===== src/hw/rtl/dvrt_pkg.sv =====
`timescale 1ns / 1ps
// ----------------------------------------------------------------------------
// Distance-vector route table package
// Shared constants, request codes and the table entry type.
// ----------------------------------------------------------------------------
package dvrt_pkg;

  localparam int TABLE_ENTRIES_DEF = 32;
  localparam int ADDR_W            = 5;
  localparam int HOP_W             = 8;
  localparam int MAX_RESULTS       = 31;
  localparam int CNT_W             = 5;

  localparam logic [HOP_W-1:0]  HOPS_UNKNOWN  = 8'hFF;
  localparam logic [ADDR_W-1:0] OWN_ADDR_RST  = 5'd1;
  localparam logic [HOP_W-1:0]  HOP_LIMIT_RST = 8'd15;

  localparam logic CFG_OWN_ADDRESS = 1'b0;
  localparam logic CFG_HOP_LIMIT   = 1'b1;

  typedef enum logic [2:0] {
    REQ_HEADER = 3'd0,
    REQ_ENTRY  = 3'd1,
    REQ_AGE    = 3'd2,
    REQ_LOOKUP = 3'd3,
    REQ_DUMP   = 3'd4
  } req_type_t;

  typedef struct packed {
    logic [ADDR_W-1:0] next_hop;
    logic [HOP_W-1:0]  hop_count;
  } entry_t;

endpackage


===== src/hw/rtl/distance_vector_route_table_unit.sv =====
`timescale 1ns / 1ps
// ----------------------------------------------------------------------------
// Distance-vector route table unit
// Keeps a next hop and hop count per address and serves routing requests.
// ----------------------------------------------------------------------------
// The input stream carries one request per transfer, its kind in in_tuser.
// Every request produces one result on the output stream, except a dump,
// which lists each known entry from address 1 upward (at most 31 results)
// and ends with out_tlast; a dump with nothing known gives one null result.
// Header, entry and lookup requests read their entry from the table RAM in
// the cycle of acceptance and finish in S_EXEC once the output register is
// free; a new request is taken only when the unit is back in idle. An age
// tick walks every entry with a read (S_AGE_RD) and a write (S_AGE_WR) each;
// its null result leaves from S_NULL. A dump reads each entry it visits in
// S_DUMP_RD, judges it in S_DUMP_EV and ends in S_DUMP_END. The table RAM has
// one read and one write port. A finished result sits in the output register
// while the unit works on; when the receiver stalls, the unit waits only at
// the point where it needs to load another result. Reset clears one valid
// bit per entry, so every entry reads as unknown at once with no clearing pass.
// Configuration is written through cfg_we, cfg_addr and cfg_wdata.
// ----------------------------------------------------------------------------
module distance_vector_route_table_unit #(
  parameter int TABLE_ENTRIES = dvrt_pkg::TABLE_ENTRIES_DEF
) (
  input  logic        clk,
  input  logic        rst_n,
  input  logic        cfg_we,
  input  logic        cfg_addr,
  input  logic [7:0]  cfg_wdata,
  input  logic        in_tvalid,
  output logic        in_tready,
  // sender_address[7:0], target_address[15:8], advertised_hops[23:16]
  input  logic [23:0] in_tdata,
  // req_type[2:0]
  input  logic [2:0]  in_tuser,
  output logic        out_tvalid,
  input  logic        out_tready,
  // entry_address[4:0], next_hop[9:5], hop_count[17:10]
  output logic [23:0] out_tdata,
  // entry_valid[0], entry_changed[1]
  output logic [1:0]  out_tuser,
  output logic        out_tlast
);

  import dvrt_pkg::*;

  localparam int AW = $clog2(TABLE_ENTRIES);
  localparam logic [AW-1:0] LAST_IDX = AW'(TABLE_ENTRIES - 1);
  localparam logic [8:0] N_ENT = 9'(TABLE_ENTRIES);

  typedef enum logic [2:0] {
    S_IDLE,
    S_EXEC,
    S_NULL,
    S_AGE_RD,
    S_AGE_WR,
    S_DUMP_RD,
    S_DUMP_EV,
    S_DUMP_END
  } state_t;

  state_t             state_r, state_nxt;
  logic [AW-1:0]      idx_r, idx_nxt;
  logic [CNT_W-1:0]   cnt_r, cnt_nxt;
  req_type_t          typ_r, typ_nxt;
  logic [7:0]         snd_r, snd_nxt;
  logic [7:0]         tgt_r, tgt_nxt;
  logic [7:0]         adv_r, adv_nxt;
  logic [ADDR_W-1:0]  own_r, own_nxt;
  logic [HOP_W-1:0]   lim_r, lim_nxt;
  logic [TABLE_ENTRIES-1:0] vld_r, vld_nxt;
  logic               rd_vld_r, rd_vld_nxt;
  logic               pend_vld_r, pend_vld_nxt;
  logic [ADDR_W-1:0]  pend_addr_r, pend_addr_nxt;
  entry_t             pend_ent_r, pend_ent_nxt;
  logic               out_valid_r, out_valid_nxt;
  logic [ADDR_W-1:0]  out_addr_r, out_addr_nxt;
  entry_t             out_ent_r, out_ent_nxt;
  logic               out_ev_r, out_ev_nxt;
  logic               out_ec_r, out_ec_nxt;
  logic               out_last_r, out_last_nxt;

  logic               ram_we;
  logic [AW-1:0]      ram_waddr;
  entry_t             ram_wdata;
  logic               ram_re;
  logic [AW-1:0]      ram_raddr;
  entry_t             ram_rdata;
  entry_t             cur;
  logic               out_free;
  logic               in_acc;

  dvrt_ram #(
    .WIDTH ($bits(entry_t)),
    .DEPTH (TABLE_ENTRIES)
  ) u_table (
    .clk   (clk),
    .we    (ram_we),
    .waddr (ram_waddr),
    .wdata (ram_wdata),
    .re    (ram_re),
    .raddr (ram_raddr),
    .rdata (ram_rdata)
  );

  assign cur.next_hop  = rd_vld_r ? ram_rdata.next_hop : '0;
  assign cur.hop_count = rd_vld_r ? ram_rdata.hop_count : HOPS_UNKNOWN;
  assign out_free      = !out_valid_r || out_tready;
  assign in_tready     = (state_r == S_IDLE);
  assign in_acc        = in_tvalid && in_tready;

  always_comb begin
    logic             emit;
    logic [ADDR_W-1:0] e_addr;
    entry_t           e_ent;
    logic             e_v;
    logic             e_c;
    logic             e_last;
    logic [8:0]       hops;
    logic [8:0]       inc;
    logic             snd_ok;
    logic             tgt_ok;
    logic             known;
    logic             done;
    entry_t           nw;
    req_type_t        in_typ;

    emit   = 1'b0;
    e_addr = '0;
    e_ent  = '0;
    e_v    = 1'b0;
    e_c    = 1'b0;
    e_last = 1'b1;
    hops   = {1'b0, adv_r} + 9'd1;
    inc    = (cur.hop_count != HOPS_UNKNOWN) ? {1'b0, cur.hop_count} + 9'd1
                                              : {1'b0, cur.hop_count};
    snd_ok = {1'b0, snd_r} < N_ENT;
    tgt_ok = {1'b0, tgt_r} < N_ENT;
    known  = cur.hop_count != HOPS_UNKNOWN;
    done   = 1'b0;
    nw     = '0;
    in_typ = req_type_t'(in_tuser);

    state_nxt     = state_r;
    idx_nxt       = idx_r;
    cnt_nxt       = cnt_r;
    typ_nxt       = typ_r;
    snd_nxt       = snd_r;
    tgt_nxt       = tgt_r;
    adv_nxt       = adv_r;
    own_nxt       = own_r;
    lim_nxt       = lim_r;
    vld_nxt       = vld_r;
    rd_vld_nxt    = rd_vld_r;
    pend_vld_nxt  = pend_vld_r;
    pend_addr_nxt = pend_addr_r;
    pend_ent_nxt  = pend_ent_r;

    ram_we    = 1'b0;
    ram_waddr = '0;
    ram_wdata = '0;
    ram_re    = 1'b0;
    ram_raddr = '0;

    if (cfg_we) begin
      case (cfg_addr)
        CFG_OWN_ADDRESS: own_nxt = cfg_wdata[ADDR_W-1:0];
        CFG_HOP_LIMIT:   lim_nxt = cfg_wdata;
        default:         ;
      endcase
    end

    case (state_r)
      S_IDLE: begin
        if (in_acc) begin
          typ_nxt = in_typ;
          snd_nxt = in_tdata[7:0];
          tgt_nxt = in_tdata[15:8];
          adv_nxt = in_tdata[23:16];
          case (in_typ)
            REQ_HEADER: begin
              ram_re    = 1'b1;
              ram_raddr = AW'(in_tdata[7:0]);
              state_nxt = S_EXEC;
            end
            REQ_ENTRY, REQ_LOOKUP: begin
              ram_re    = 1'b1;
              ram_raddr = AW'(in_tdata[15:8]);
              state_nxt = S_EXEC;
            end
            REQ_AGE: begin
              idx_nxt   = '0;
              state_nxt = S_AGE_RD;
            end
            REQ_DUMP: begin
              idx_nxt      = AW'(1);
              cnt_nxt      = '0;
              pend_vld_nxt = 1'b0;
              state_nxt    = S_DUMP_RD;
            end
            default: state_nxt = S_NULL;
          endcase
        end
      end

      S_EXEC: begin
        if (out_free) begin
          emit      = 1'b1;
          state_nxt = S_IDLE;
          case (typ_r)
            REQ_HEADER: begin
              if (snd_ok) begin
                nw.next_hop  = ADDR_W'(snd_r);
                nw.hop_count = 8'd1;
                ram_we    = 1'b1;
                ram_waddr = AW'(snd_r);
                ram_wdata = nw;
                e_addr    = ADDR_W'(snd_r);
                e_ent     = nw;
                e_v       = 1'b1;
                e_c       = 1'b1;
              end
            end
            REQ_ENTRY: begin
              if (snd_ok && tgt_ok) begin
                e_addr = ADDR_W'(tgt_r);
                e_ent  = cur;
                e_v    = 1'b1;
                if (!(tgt_r == {3'b000, own_r}) && !(hops > {1'b0, lim_r})
                    && ({1'b0, cur.hop_count} > hops)) begin
                  nw.next_hop  = ADDR_W'(snd_r);
                  nw.hop_count = hops[HOP_W-1:0];
                  ram_we    = 1'b1;
                  ram_waddr = AW'(tgt_r);
                  ram_wdata = nw;
                  e_ent     = nw;
                  e_c       = 1'b1;
                end
              end
            end
            REQ_LOOKUP: begin
              if (tgt_ok) begin
                e_addr = ADDR_W'(tgt_r);
                e_ent  = cur;
                e_v    = 1'b1;
              end
            end
            default: ;
          endcase
        end
      end

      S_NULL: begin
        if (out_free) begin
          emit      = 1'b1;
          state_nxt = S_IDLE;
        end
      end

      S_AGE_RD: begin
        ram_re    = 1'b1;
        ram_raddr = idx_r;
        state_nxt = S_AGE_WR;
      end

      S_AGE_WR: begin
        if (inc > {1'b0, lim_r}) begin
          nw.next_hop  = '0;
          nw.hop_count = HOPS_UNKNOWN;
        end else begin
          nw.next_hop  = cur.next_hop;
          nw.hop_count = inc[HOP_W-1:0];
        end
        ram_we    = 1'b1;
        ram_waddr = idx_r;
        ram_wdata = nw;
        if (idx_r == LAST_IDX) begin
          state_nxt = S_NULL;
        end else begin
          idx_nxt   = idx_r + AW'(1);
          state_nxt = S_AGE_RD;
        end
      end

      S_DUMP_RD: begin
        ram_re    = 1'b1;
        ram_raddr = idx_r;
        state_nxt = S_DUMP_EV;
      end

      S_DUMP_EV: begin
        if (!(known && pend_vld_r && !out_free)) begin
          if (known) begin
            if (pend_vld_r) begin
              emit   = 1'b1;
              e_addr = pend_addr_r;
              e_ent  = pend_ent_r;
              e_v    = 1'b1;
              e_last = 1'b0;
            end
            pend_vld_nxt  = 1'b1;
            pend_addr_nxt = ADDR_W'(idx_r);
            pend_ent_nxt  = cur;
            cnt_nxt       = cnt_r + CNT_W'(1);
          end
          done = (idx_r == LAST_IDX) || (cnt_nxt == CNT_W'(MAX_RESULTS));
          if (done) begin
            state_nxt = S_DUMP_END;
          end else begin
            idx_nxt   = idx_r + AW'(1);
            state_nxt = S_DUMP_RD;
          end
        end
      end

      S_DUMP_END: begin
        if (out_free) begin
          emit      = 1'b1;
          state_nxt = S_IDLE;
          if (pend_vld_r) begin
            e_addr = pend_addr_r;
            e_ent  = pend_ent_r;
            e_v    = 1'b1;
          end
          pend_vld_nxt = 1'b0;
        end
      end

      default: state_nxt = S_IDLE;
    endcase

    if (ram_re) begin
      rd_vld_nxt = vld_r[ram_raddr];
    end
    if (ram_we) begin
      vld_nxt[ram_waddr] = 1'b1;
    end

    if (emit) begin
      out_valid_nxt = 1'b1;
      out_addr_nxt  = e_addr;
      out_ent_nxt   = e_ent;
      out_ev_nxt    = e_v;
      out_ec_nxt    = e_c;
      out_last_nxt  = e_last;
    end else begin
      out_valid_nxt = out_valid_r && !out_tready;
      out_addr_nxt  = out_addr_r;
      out_ent_nxt   = out_ent_r;
      out_ev_nxt    = out_ev_r;
      out_ec_nxt    = out_ec_r;
      out_last_nxt  = out_last_r;
    end
  end

  always_ff @(posedge clk) begin
    if (!rst_n) begin
      state_r     <= S_IDLE;
      own_r       <= OWN_ADDR_RST;
      lim_r       <= HOP_LIMIT_RST;
      vld_r       <= '0;
      pend_vld_r  <= 1'b0;
      out_valid_r <= 1'b0;
    end else begin
      state_r     <= state_nxt;
      own_r       <= own_nxt;
      lim_r       <= lim_nxt;
      vld_r       <= vld_nxt;
      pend_vld_r  <= pend_vld_nxt;
      out_valid_r <= out_valid_nxt;
    end
    idx_r       <= idx_nxt;
    cnt_r       <= cnt_nxt;
    typ_r       <= typ_nxt;
    snd_r       <= snd_nxt;
    tgt_r       <= tgt_nxt;
    adv_r       <= adv_nxt;
    rd_vld_r    <= rd_vld_nxt;
    pend_addr_r <= pend_addr_nxt;
    pend_ent_r  <= pend_ent_nxt;
    out_addr_r  <= out_addr_nxt;
    out_ent_r   <= out_ent_nxt;
    out_ev_r    <= out_ev_nxt;
    out_ec_r    <= out_ec_nxt;
    out_last_r  <= out_last_nxt;
  end

  assign out_tvalid = out_valid_r;
  assign out_tdata  = {6'd0, out_ent_r.hop_count, out_ent_r.next_hop, out_addr_r};
  assign out_tuser  = {out_ec_r, out_ev_r};
  assign out_tlast  = out_last_r;

`ifndef SYNTHESIS
  a_busy_after_accept: assert property (@(posedge clk) disable iff (!rst_n)
    in_tvalid && in_tready |=> !in_tready)
    else $error("request accepted while the previous one was still in work");

  a_null_result_clean: assert property (@(posedge clk) disable iff (!rst_n)
    out_tvalid && !out_tuser[0] |->
      out_tdata == 24'd0 && out_tlast && !out_tuser[1])
    else $error("null result carries entry data or is not last");

  a_changed_is_single: assert property (@(posedge clk) disable iff (!rst_n)
    out_tvalid && out_tuser[1] |-> out_tlast && out_tuser[0])
    else $error("changed entry reported inside a dump listing");
`endif

endmodule


===== src/hw/rtl/dvrt_ram.sv =====
`timescale 1ns / 1ps
// ----------------------------------------------------------------------------
// Generic simple dual-port RAM
// One write port and one read port with registered read data.
// ----------------------------------------------------------------------------
module dvrt_ram #(
  parameter int WIDTH = 8,
  parameter int DEPTH = 32
) (
  input  logic                     clk,
  input  logic                     we,
  input  logic [$clog2(DEPTH)-1:0] waddr,
  input  logic [WIDTH-1:0]         wdata,
  input  logic                     re,
  input  logic [$clog2(DEPTH)-1:0] raddr,
  output logic [WIDTH-1:0]         rdata
);

  logic [WIDTH-1:0] mem [DEPTH];
  logic [WIDTH-1:0] rdata_r;

  always_ff @(posedge clk) begin
    if (we) begin
      mem[waddr] <= wdata;
    end
    if (re) begin
      rdata_r <= mem[raddr];
    end
  end

  assign rdata = rdata_r;

endmodule


===== config.mk =====
export PLATFORM = sky130hd
export DESIGN_NAME = distance_vector_route_table_unit
export DESIGN_NICKNAME = d
export VERILOG_FILES = /design/src/hw/rtl/dvrt_pkg.sv /design/src/hw/rtl/distance_vector_route_table_unit.sv /design/src/hw/rtl/dvrt_ram.sv
export SDC_FILE = /design/constraint.sdc
export NUM_CORES = 1
export LEC_CHECK = 0
export BUFFER_PORTS_ARGS = -buffer_cell sky130_fd_sc_hd__clkbuf_2
export CORE_ASPECT_RATIO = 1.4
export CORE_MARGIN = 8
export CORE_UTILIZATION = 56
export CTS_CLUSTER_SIZE = 30
export DETAILED_ROUTE_END_ITERATION = 8
export PLACE_DENSITY = 0.76
export REMOVE_ABC_BUFFERS = 1
export SLEW_MARGIN = 15
export SYNTH_ARGS = -nofsm -noshare
export SYNTH_HDL_FRONTEND = slang
export SYNTH_SLANG_ARGS = --single-unit

===== constraint.sdc =====
create_clock -name clk -period 5 [get_ports clk]
set_clock_uncertainty 0.2 [all_clocks]
set_input_delay 0.25 -clock clk [delete_from_list [all_inputs] [get_ports clk]]
set_output_delay 0.25 -clock clk [all_outputs]
set_load 0.01 [all_outputs]

==> results of run 1 <==
-- registers in the layout (all words and copies together), names as in the netlist, 3 cells and up --
register       cells
u_table.mem      416
vld_r             32
out_tdata         13
pend_ent_r        13
u_table.rdata     13
adv_r              8
lim_r              8
snd_r              8
tgt_r              8
cnt_r              5
idx_r              5
out_addr_r         5
own_r              5
pend_addr_r        5
state_r            3
typ_r              3
-- cells by family (layout without fill, tap and decap cells) --
family / count (synthesis) / after routing / synth area share
buf+inv: 153 / 340 / 0.0291
flops: 556 / 556 / 0.684
simple gates: 824 / 824 / 0.157
compound gates: 356 / 356 / 0.0961
other cells: 1 / 8 / 0.000158
xor+xnor: 25 / 25 / 0.00924
fa+ha+maj: 29 / 29 / 0.0153
mux: 21 / 21 / 0.00887
-- per-stage QoR --
step | hold WS (ns) | cells
2_1_floorplan | 0.112 | 1856
3_3_place_gp | 0.227 | 2568
3_5_place_dp | 0.229 | 2568
4_1_cts | 0.0193 | 2703
5_1_grt | 0.0620 | 2703
6_report | 0.0412 | 2705
-- area by class of cell --
cell class,instances,area [µm²]
Inverter,39,146
Fill cell,2950,14600
Clock buffer,61,1300
Sequential cell,556,16200
Timing Repair Buffer,210,1740
Antenna cell,2,5.00
Multi-Input combinational cell,1261,6960
Tap cell,546,683
Clock inverter,30,364
-- cells in the mapped netlist (all sizes together), types with 13 or more instances --
master   number
nand3       196
a211oi       15
buf          77
nand4        17
nand2b       27
and4         16
a22o         16
clkbuf       37
o21ai        88
a21oi       114
mux2i        21
inv          39
nand2       422
xnor2        16
o21a         18
o2111ai      13
ha           29
dfxtp        50
nor3         16
nor2         85
o211ai       13
edfxtp      506
-- power by group --
group	switching (mW)	total, mW	internal (mW)
sequential	0.157	5.58	5.42
combinational	1.60	2.37	0.774
clock	1.67	3.94	2.27
-- per-layer routing --
metal  track usage  share of wire
met1         0.305           0.34
met2         0.450           0.50
met3        0.0427          0.086
met4         0.188          0.077
met5             0        0.00020
-- worst min path at each step --
stage / start / end / slack [ns] / cells after the start
after floorplan: rst_n / own_r[0] / 0.11 / 1
after global placement: in_tdata[20] / adv_r[4] / 0.23 / 1
after detailed placement: in_tdata[19] / adv_r[3] / 0.23 / 1
after CTS: rst_n / lim_r[3] / 0.02 / 3
after global routing: in_tvalid / snd_r[0] / 0.06 / 2
final: rst_n / lim_r[1] / 0.04 / 3
-- critical path: cells and delay by family (launching register included) --
family	cells	cell delay [ns]
AOI/OAI and AO/OA	4	1.31
DFF	1	0.46
and+or+nand+nor	5	1.28
buffers and inverters	2	0.34
adders and majority gates	2	0.57
xor gates and xnor gates	1	0.16
-- repair_timing --
action	in CTS	in global routing
hold buffers	44	0
hold endpoints to repair	42	0
setup endpoints to repair	0	24
gates resized for setup	0	1
-- cell usage in the layout (no fill, tap or decap), types with 27 or more instances in the layout --
cell type      count
edfxtp_1         506
nand2_1          422
nand3_1          196
a21oi_1          114
buf_4             86
nor2_1            84
o21ai_0           71
clkbuf_2          63
clkbuf_16         50
dfxtp_1           50
dlygate4sd3_1     44
inv_1             39
ha_1              29
nand2b_1          27
==> results.cfg, run 1 <==
[cells_and_area]
layout.nets = 2187
syn_to_final_growth_pct = 15.7
final_layout_size_suffix_gt1_frac = 0.126
final_util = 0.653
fin_area_um2 = 27400

[floorplanning]
fp-row-count = 89
core_um2 = 42000
dieArea_um2 = 49200
die_h_um = 259
io_pins = 70
start_util = 0.564
die_w_um = 190

[logic_synthesis]
synth_top_cell_by_area = edfxtp_1
synth-edff-count = 506
ys_async_sr_fraction = 0
netlist_area_um2 = 23700
synthTopCellsByArea = edfxtp_1 64%, nand2_1 6.7%, dfxtp_1 4.2%
ys_seq_area_frac = 0.684
ys_types = 65
synth-seq-cells = 556
synth_top_area_frac = 0.641
syn_avg_cell_area_um2 = 12.1
netlist_instances = 1965
yosysWarnings = 0
synth_flop_cell = edfxtp_1

[clock_network]
cts.sinks = 556
cts_made_buffers = 49
htreeDepth = 2
path_clk_slew_ns = 0.06
insertion_delay_ns = 0.58
cts_buffer_depth = 3
cts_tree = yes
cts_root_buf = clkbuf_16
cts_setup_buffers = 0

[timing]
timing.final.crit_share = 0.918
post-route-min-period_ns = 4.59
hold_viol_final = 0
worstMarginPinSlew_ns = 1.10
slew_violations = 0
timing.fmax_mhz = 218
slew_headroom = 0.266
setup_slack_ns = 0.411
setup_viol = 0
setup-tns-final_ns = 0
rsz0062_at_grt = false

[route]
vias_per_cell = 6.29
first_pass_iters = 7
drtIter0Drc = 2117
drc = 0
routed_wl_um = 66500
post_drt_wl_per_cell_um = 24.6
vias = 17000
ant_nets = 0

[setup_path]
crit_arrival_ns = 4.68
cpPeakStageDelay_ns = 0.58
cp_slowest_cell = nor4_4
worstSetupEndpointType = flip-flop
startpoint_type = flip-flop
reg2reg_to = u_table.mem[18][9]
crit_chain = ha_1 -> nand3_1 -> xor2_1 -> buf_4 -> ha_1 -> nand4_1 -> o211ai_1 -> o22ai_1 -> nor4_4 -> nand3_1 -> o21ai_1 -> o211a_1 -> nor2b_1 -> buf_12
crit_type = flip-flop to flip-flop
crit_required_ns = 5.09
endpoint = u_table.mem[18][9]
cp_max_fo = 13
reg2reg_slack_ns = 0.41
ff2ff_path_depth = 14
startpoint = adv_r[0]
reg2reg_from = adv_r[0]

[run]
cap_violations = 0

[global_routing]
grt.total_usage = 0.266
grt_max_degree = 139
gr-total-overflow = 0
first_global_vias = 16700
grt_pass1_wl_um = 99300
antenna_found_initial = 2

[power]
peakVddDrop_mv = 0.232
p_leak_nw = 9.56
power.density_nw_per_um2 = 434
fin_total_pwr_mw = 11.9

[placement]
pre_cts_slack_ns = 0.376
numPortBuffers = 63
dpl.hpwl_um = 41500
routabilityCongestion = 0.960
placed_cell_area_um2 = 25300

[status]
outcome = complete, no violations

[hold_path]
hold_path.class = input pin to flip-flop
Power figures use the tool's default switching activity.
==> run 2: changes to the inputs <==
--- a/config.mk
+++ b/config.mk
@@ -12,6 +12,7 @@
 export CTS_CLUSTER_SIZE = 30
 export DETAILED_ROUTE_END_ITERATION = 8
 export PLACE_DENSITY = 0.76
+export RECOVER_POWER = 100
 export REMOVE_ABC_BUFFERS = 1
 export SLEW_MARGIN = 15
 export SYNTH_ARGS = -nofsm -noshare
==> run 2 against run 1 <==
Effect of this change: the run now ends with capacitance limit, slew limit left; clock power about the same; first-iteration DRC count down 2.4%; flip-flop and latch count unchanged; global-route usage unchanged; via count down 0.27%; worst hold slack better by 0.078 ns; combinational power down 3%; clock-buffer cell count unchanged; maximum frequency down 3.5%; sequential share of layout area up 0.82 points; critical endpoint is now u_table.mem[29][4].
==> results.cfg, run 2 (synthesis gave the netlist of run 1 again) <==
[cells_and_area]
final_common_cell = edfxtp_1
fin_area_um2 = 27000
fill_cells = 3044
reg_top3 = u_table.mem: 416 flops, vld_r: 32 flops
mostFrequentLayoutCells = 506 x edfxtp_1, 422 x nand2_1, 196 x nand3_1, 114 x a21oi_1, 84 x nor2_1
layout.nets = 2187
final_layout_size_suffix_gt1_frac = 0.0978
regMostFlops = u_table.mem
largest_reg_flops = 416
fin_cells = 2705
syn_to_final_growth_pct = 14.1

[setup_path]
reg2reg_from = adv_r[0]
cpPeakStageDelay_ns = 0.59
startpoint_type = flip-flop
crit_buf_inv = 2
crit_type = flip-flop to flip-flop
crit_required_ns = 5.02
crit_chain = ha_1 -> nand3_1 -> xor2_1 -> buf_4 -> ha_1 -> nand4_1 -> o211ai_1 -> o22ai_1 -> nor4_4 -> nand3_1 -> o21ai_1 -> nand2b_1 -> nor2_1 -> clkbuf_2
cp_slowest_cell = o21ai_1
reg2reg_slack_ns = 0.24
critPathTopFamily = simple AND/OR/NAND/NOR gates
worstSetupEndpointType = flip-flop
crit_arrival_ns = 4.77
startpoint = adv_r[0]
cp_max_fo = 13

[route]
vias_per_cell = 6.27
routed_wl_um = 66600
ant_nets = 0
vias = 17000
post_drt_wl_per_cell_um = 24.6
drtIter0Drc = 2067
drc = 0
first_pass_iters = 5

[timing]
post-route-min-period_ns = 4.76
rsz0062_at_grt = false
slew_violations = 63
timing.final.crit_share = 0.951
worstMarginPinSlew_ns = 2.41
timing.fmax_mhz = 210
timing.hold.ws_ns = 0.119
slew_headroom = -0.605
hold_viol_final = 0
setup_viol = 0
setup-tns-final_ns = 0

[power]
switching_share = 0.289
combPwrFrac = 0.195
clockPowerShare = 0.333
peakVddDrop_mv = 0.231
p_leak_nw = 9.32
power.density_nw_per_um2 = 438
intPower_mw = 8.41
pwr-share-seq = 0.472
p_sw_mw = 3.41

[placement]
numPortBuffers = 63
placed_cell_area_um2 = 25300
dp.cells = 2568
dpl.hpwl_um = 41500
routabilityCongestion = 0.960

[global_routing]
grt.total_usage = 0.266
met3_usage = 0.0427
antenna_found_initial = 2
met1_usage = 0.305
grt_pass1_wl_um = 99300
first_global_vias = 16700
gr-total-overflow = 0
grt-busiest-layer = met2
use_met2 = 0.450
grt_max_degree = 139

[floorplanning]
dieArea_um2 = 49200
start_util = 0.564
die_w_um = 190
io_pins = 70
core_um2 = 42000
fp-row-count = 89
die_h_um = 259

[run]
cap_violations = 2

[clock_network]
insertion_delay_ns = 0.58
cts.sinks = 556
cts_made_buffers = 49
path_clk_slew_ns = 0.06
cts_root_buf = clkbuf_16
htreeDepth = 2
cts_setup_buffers = 0
cts_tree = yes
cts_buffer_depth = 3

[status]
outcome = finished with violations
failed_checks = capacitance limit, slew limit

[hold_path]
holdCritStartpoint = cfg_addr
hold_path.class = input pin to flip-flop
## run 2: cell types whose count changed in the layout (fill, tap and decap cells not counted), sizes merged
cell | previous run | this run
buf | 103 | 51
clkbuf | 124 | 176
## run 2: power by group through the flow
stage                     Clock [mW]  Sequential, mW  Combinational, mW
after global placement             0            5.67               2.26
after floorplan                    0            5.69               1.32
after global routing            4.11            5.60               2.48
after detailed placement           0            5.68               2.30
final                           3.94            5.58               2.30
after CTS                       3.97            5.58               2.34
## run 2: worst paths after layout
path	end	cells past startpoint
max	u_table.mem[29][4]	14
min	own_r[2]	4
max reg2reg	u_table.mem[29][4]	14
min reg2reg	vld_r[5]	2
## run 2: final cells by class
class | count | area, µm² | share of cell area
Timing Repair Buffer | 210 | 1420 | 0.0524
Clock buffer | 61 | 1300 | 0.0482
Tap cell | 546 | 683 | 0.0253
Clock inverter | 30 | 364 | 0.0135
Inverter | 39 | 146 | 0.00542
Antenna cell | 2 | 5.00 | 0.000185
Sequential cell | 556 | 16200 | 0.599
Multi-Input combinational cell | 1261 | 6910 | 0.256
## run 2: metrics by stage
step | total power, mW | setup slack (ns) | util
2_1_floorplan | 7.01 | -2.36 | -
3_3_place_gp | 7.93 | 0.455 | 0.602
3_5_place_dp | 7.97 | 0.376 | 0.602
4_1_cts | 11.9 | 0.333 | 0.652
5_1_grt | 12.2 | 0.0254 | 0.643
6_report | 11.8 | 0.244 | 0.644
## run 2: worst register-to-register path, stage by stage (launching register included)
cell and delay [ns]:
edfxtp_1 0.46, ha_1 0.26, nand3_1 0.13, xor2_1 0.16, buf_4 0.16, ha_1 0.31
nand4_1 0.12, o211ai_1 0.17, o22ai_1 0.16, nor4_4 0.57, nand3_1 0.20, o21ai_1 0.59
nand2b_1 0.31, nor2_1 0.16, clkbuf_2 0.46
## run 2: timing repair
item / in CTS / in global routing
hold buffers: 44 / 0
endpoints found under the setup margin: 0 / 24
resized for setup: 0 / 1
hold endpoints to repair: 42 / 0
## run 2: layer usage
metal  part of all wire  vias to the layer above
li1                   -                     7518
met2               0.49                      973
met5            0.00020                        -
met3              0.085                      253
met4              0.080                        2
met1               0.34                     8210
